[src/sv/ppr_pkg.sv]
// ----------------------------------------------------------------------------
// ppr_pkg: shared types and constants of the polygon point reflector
// Field widths, fixed-point format, operation codes and controller states.
// ----------------------------------------------------------------------------
`default_nettype none

package ppr_pkg;

	localparam int MAX_PANELS_DEF  = 256;
	localparam int COORD_WIDTH_DEF = 32;

	// Fraction bits of the reflection coefficients (signed Q1.30).
	localparam int FRAC_BITS = 30;

	localparam int CFG_WIDTH       = 9;
	localparam int IDX_WIDTH       = 9;
	localparam int PANEL_OUT_WIDTH = 8;
	localparam int PANEL_COUNT_MIN = 3;

	localparam logic OP_LOAD  = 1'b0;
	localparam logic OP_QUERY = 1'b1;

	typedef enum logic [3:0] {
		ST_IDLE,
		ST_CROSS,
		ST_DECIDE,
		ST_NEAR,
		ST_FETCH,
		ST_SQ,
		ST_PREP,
		ST_DIV_A,
		ST_DIV_B,
		ST_MUL_A,
		ST_MUL_B,
		ST_ROUND,
		ST_DONE
	} state_t;

endpackage

`default_nettype wire

[src/sv/ppr_divider.sv]
// ----------------------------------------------------------------------------
// ppr_divider: restoring ratio divider
// Computes round(num * 2^FRAC_BITS / den) for num <= den, one bit a cycle.
// ----------------------------------------------------------------------------
`default_nettype none

module ppr_divider #(
	parameter int NW = 63
) (
	input  wire logic                         clk,
	input  wire logic                         arst_n,
	input  wire logic                         start,
	input  wire logic [NW-1:0]                num,
	input  wire logic [NW-1:0]                den,
	output logic                              done,
	output logic [ppr_pkg::FRAC_BITS:0]       quot
);
	import ppr_pkg::*;

	localparam int QW = FRAC_BITS + 2;
	localparam int KW = $clog2(FRAC_BITS + 1);

	logic [NW-1:0] rem_q;
	logic [QW-1:0] quo_q;
	logic [KW-1:0] cnt_q;
	logic          busy_q;
	logic          done_q;
	logic [NW:0]   rem_sh;
	logic          fits;
	logic [NW:0]   rem_sub;
	logic [QW-1:0] quo_p1;

	assign rem_sh  = {rem_q, 1'b0};
	assign fits    = rem_sh >= {1'b0, den};
	assign rem_sub = rem_sh - {1'b0, den};

	always_ff @(posedge clk or negedge arst_n) begin
		if (!arst_n) begin
			busy_q <= 1'b0;
			done_q <= 1'b0;
			cnt_q  <= '0;
		end else begin
			done_q <= 1'b0;
			if (start) begin
				busy_q <= 1'b1;
				cnt_q  <= '0;
			end else if (busy_q) begin
				cnt_q <= cnt_q + 1'b1;
				if (cnt_q == KW'(FRAC_BITS)) begin
					busy_q <= 1'b0;
					done_q <= 1'b1;
				end
			end
		end
	end

	always_ff @(posedge clk) begin
		if (start) begin
			if (num >= den) begin
				quo_q <= QW'(1);
				rem_q <= '0;
			end else begin
				quo_q <= '0;
				rem_q <= num;
			end
		end else if (busy_q) begin
			if (fits) begin
				rem_q <= rem_sub[NW-1:0];
				quo_q <= {quo_q[QW-2:0], 1'b1};
			end else begin
				rem_q <= rem_sh[NW-1:0];
				quo_q <= {quo_q[QW-2:0], 1'b0};
			end
		end
	end

	// The extra quotient bit rounds to nearest, ties away from zero.
	assign quo_p1 = quo_q + 1'b1;
	assign quot   = quo_p1[QW-1:1];
	assign done   = done_q;

endmodule

`default_nettype wire

[config.mk]
export PLATFORM = sky130hd
export DESIGN_NAME = ppr_divider
export DESIGN_NICKNAME = d
export VERILOG_FILES = /design/src/sv/ppr_pkg.sv /design/src/sv/ppr_divider.sv
export SDC_FILE = /design/constraint.sdc
export NUM_CORES = 1
export LEC_CHECK = 0
export BUFFER_PORTS_ARGS = -buffer_cell sky130_fd_sc_hd__buf_2
export CAP_MARGIN = 20
export CELL_PAD_IN_SITES_DETAIL_PLACEMENT = 1
export CELL_PAD_IN_SITES_GLOBAL_PLACEMENT = 2
export CORE_UTILIZATION = 35
export DETAILED_ROUTE_END_ITERATION = 8
export PLACE_DENSITY_LB_ADDON = 0.1
export SLEW_MARGIN = 10
export SYNTH_ARGS = -nofsm -noshare
export SYNTH_HDL_FRONTEND = slang
export SYNTH_SLANG_ARGS = --single-unit
[constraint.sdc]
create_clock -name clk -period 4 [get_ports clk]
set_input_delay 0.2 -clock clk [delete_from_list [all_inputs] [get_ports clk]]
set_output_delay 0.2 -clock clk [all_outputs]
set_load 0.05 [all_outputs]
==> metrics <==
Tightest Pin Transition 0.839 ns; H-tree depth 3; Max Cap Viol 0; Final nets approximately 1700; Tcrit/Tclk final 0.912; relative slew slack 0.441; # DRC 8; 1st-iter DRT viols ~500; #FFs+latches synth 102; die area 0.0308 mm2; first-pass GRT wire length 55100 um; FP Rows 63; EDFF count, synth 95; slowest stage cell on the critical path fa_1; LEAKAGE 5.62 nW; CTS tree done; count leader, synth a21oi_1; register area share after synthesis 0.287; CTS Buffer Depth 2; Synth top area share 0.271; Layout area overhead 15.0%; post-layout min period around 3.6 ns; CP max FO 33; RSZ-0062 raised after global routing no; Hold Crit Class in2reg; final hold violations 0; VDD IR max 0.000248 V; IO Pins approximately 160; status complete, but fails checks; port bufs 160; slowest cell delay on critical path around 0.44 ns; Setup crit end kind flip-flop; Finish-stage setup viols 0; Setup TNS Final 0 ns; synth unique cells 62; Clock transition at path regs roughly 0.09 ns; 1st-pass router iterations 6; Critical Path AT around 3.7 ns; largest net degree at the start of global routing 81; Mapped Cells 1284; fmax 274 MHz; vias in the first global route just over 10000; Initial Util 0.356; core box area 0.0296 mm2; Cell Count Post-Placement between 1500 and 2000; Synth Flop Type edfxtp_1; Async S/R FF share, synth 0.0686; Routed WL between 30000 and 40000 um; Vias roughly 9800; Die Wd about 180 um; Yosys Warn Count 0; clock sink count about 100; Startpoint Class flip-flop; DP Wirelength roughly 28000 um; CTS root buf clkbuf_16; drt wl/cell ~19 um; Synth area leaders edfxtp_1, ha_1, a21oi_1; initial antenna violation count 1; TritonCTS Buffers 9; Via density 5.37; top cells by count, synth a21oi_1, ha_1, nand2_1, nor2_1, o21ai_0; GRT Resource Usage Total 0.224; leading area contributor after synthesis edfxtp_1; Die H around 180 um; gpl congestion between 0.8 and 0.9; Clock Skew 0.0228 ns; failing checks design-rule violations; Data required, critical path between 4 and 5 ns; Mapped Nets around 1500; grt ovf 0; PwrDens approximately 600 mW/mm2; critical path class reg2reg; Layout Utilization 0.409; Post-DRT Antenna Nets 0; Skew-Pair Late Insertion Delay about 0.37 ns; CP Cell Sequence fa_1, a21o_1, a221oi_2, o21ai_1, a21o_1, a21o_1, a221oi_1, o311a_4, buf_6, nor2_1, a21oi_1, o21ai_0; Netlist Area Pre-Place 0.0105 mm2; fin cells 1823; fin. max-slew vios 0; postcts setup bufs 0; crit-path most repeated cell a21o_1; Synth Area per Inst ~8 um2; share of cells above drive strength 1 0.151
[sequential cells by signal, summed over array words and instances, names as in the netlist]
name and count:
rem_q 63, busy_q 1, done 1, cnt_q 5, quo_q 32
[cells by family after synthesis]
group           after synthesis  share of synthesized area
compound gates              406                      0.235
buf+inv                     145                     0.0553
xor+xnor                     89                     0.0739
flops                       102                      0.287
simple gates                399                      0.181
fa+ha+maj                   130                      0.155
mux                          13                     0.0125
[cell usage in the layout, fill, tap and decap left out, types with 4 or more instances in the layout]
master and instances:
a21o_1 51, nor4_1 7, buf_4 26, o211ai_1 8
and2_1 5, mux2i_1 12, inv_1 88, buf_2 160
edfxtp_1 95, or3_1 4, a31oi_1 11, nor2b_1 37
a21boi_0 5, a21oi_1 139, clkbuf_16 9, o21bai_1 19
nand4_1 44, ha_1 129, a22oi_1 8, o221ai_1 4
o21ai_0 104, dfrtp_1 7, nor2_1 105, xnor2_1 54
nand3_1 29, a211oi_1 10, xor2_1 35, nor3_1 16
and3_1 10, o21a_1 11, nand2_1 118, a32oi_1 6
nand2b_1 10
[worst max-delay path, delay by kind of cell, from the launching register on]
kind,cells,cell delay (ns)
AO/OA/AOI/OAI,9,2.12
adder cells (fa/ha/maj),1,0.44
buffers and inverters,1,0.29
flip-flops,1,0.43
AND/OR/NAND/NOR,1,0.09
[stage by stage]
| step | hold slack, ns | setup slack, ns | cell area [um2] | power, mW |
|---|---|---|---|---|
| 2_1_floorplan | -0.0956 | 0.901 | 10500 | 5.13 |
| 3_3_place_gp | 0.0439 | 0.377 | 11800 | 6.36 |
| 3_5_place_dp | 0.0495 | 0.285 | 11800 | 6.41 |
| 4_1_cts | 0.128 | 0.253 | 12100 | 7.35 |
| 5_1_grt | 0.139 | 0.0258 | 12100 | 7.99 |
| 6_report | 0.135 | 0.351 | 12100 | 7.33 |
[final cells by class]
class                   instances  area [um2]
clock buffers                  10         229
multi-input cells            1037        6960
inverters                      88         330
flip-flops and latches        102        3030
diodes                          1        2.50
well taps                     390         488
repair buffers                189        1030
clock inverters                 6        56.3
fillers                      3671       17500
[report_power, final]
part / internal [mW] / leakage [nW] / switching, mW / total [mW]
Sequential: 1.57 / 1.20 / 0.202 / 1.77
Clock: 0.437 / 0.137 / 0.465 / 0.902
Combinational: 1.84 / 4.28 / 2.82 / 4.66
[routing by layer]
layer	routed length [um]	global-route usage
met3	1020	0.0216
met2	15600	0.373
met5	0	0
met1	16900	0.314
met4	384	0.0438
[path summary, 6_finish.rpt]
path / startpoint / end / slack (ns) / cells after the start
min in group asynchronous: arst_n / cnt_q[3] / 0.19 / 2
worst max-delay path: rem_q[0] / rem_q[3] / 0.35 / 12
max in group asynchronous: arst_n / cnt_q[2] / 3.62 / 2
worst min register to register: cnt_q[4] / cnt_q[4] / 0.57 / 2
worst min-delay path: num[0] / rem_q[0] / 0.14 / 3
worst max register to register: rem_q[0] / rem_q[3] / 0.35 / 12
[what timing repair did]
item / CTS / global route
setup endpoints to repair: 0 / 7
endpoints found under the hold margin: 7 / 0
hold buffers: 1 / 0
resized for setup: 0 / 2
(Power assumes the default switching activity.)
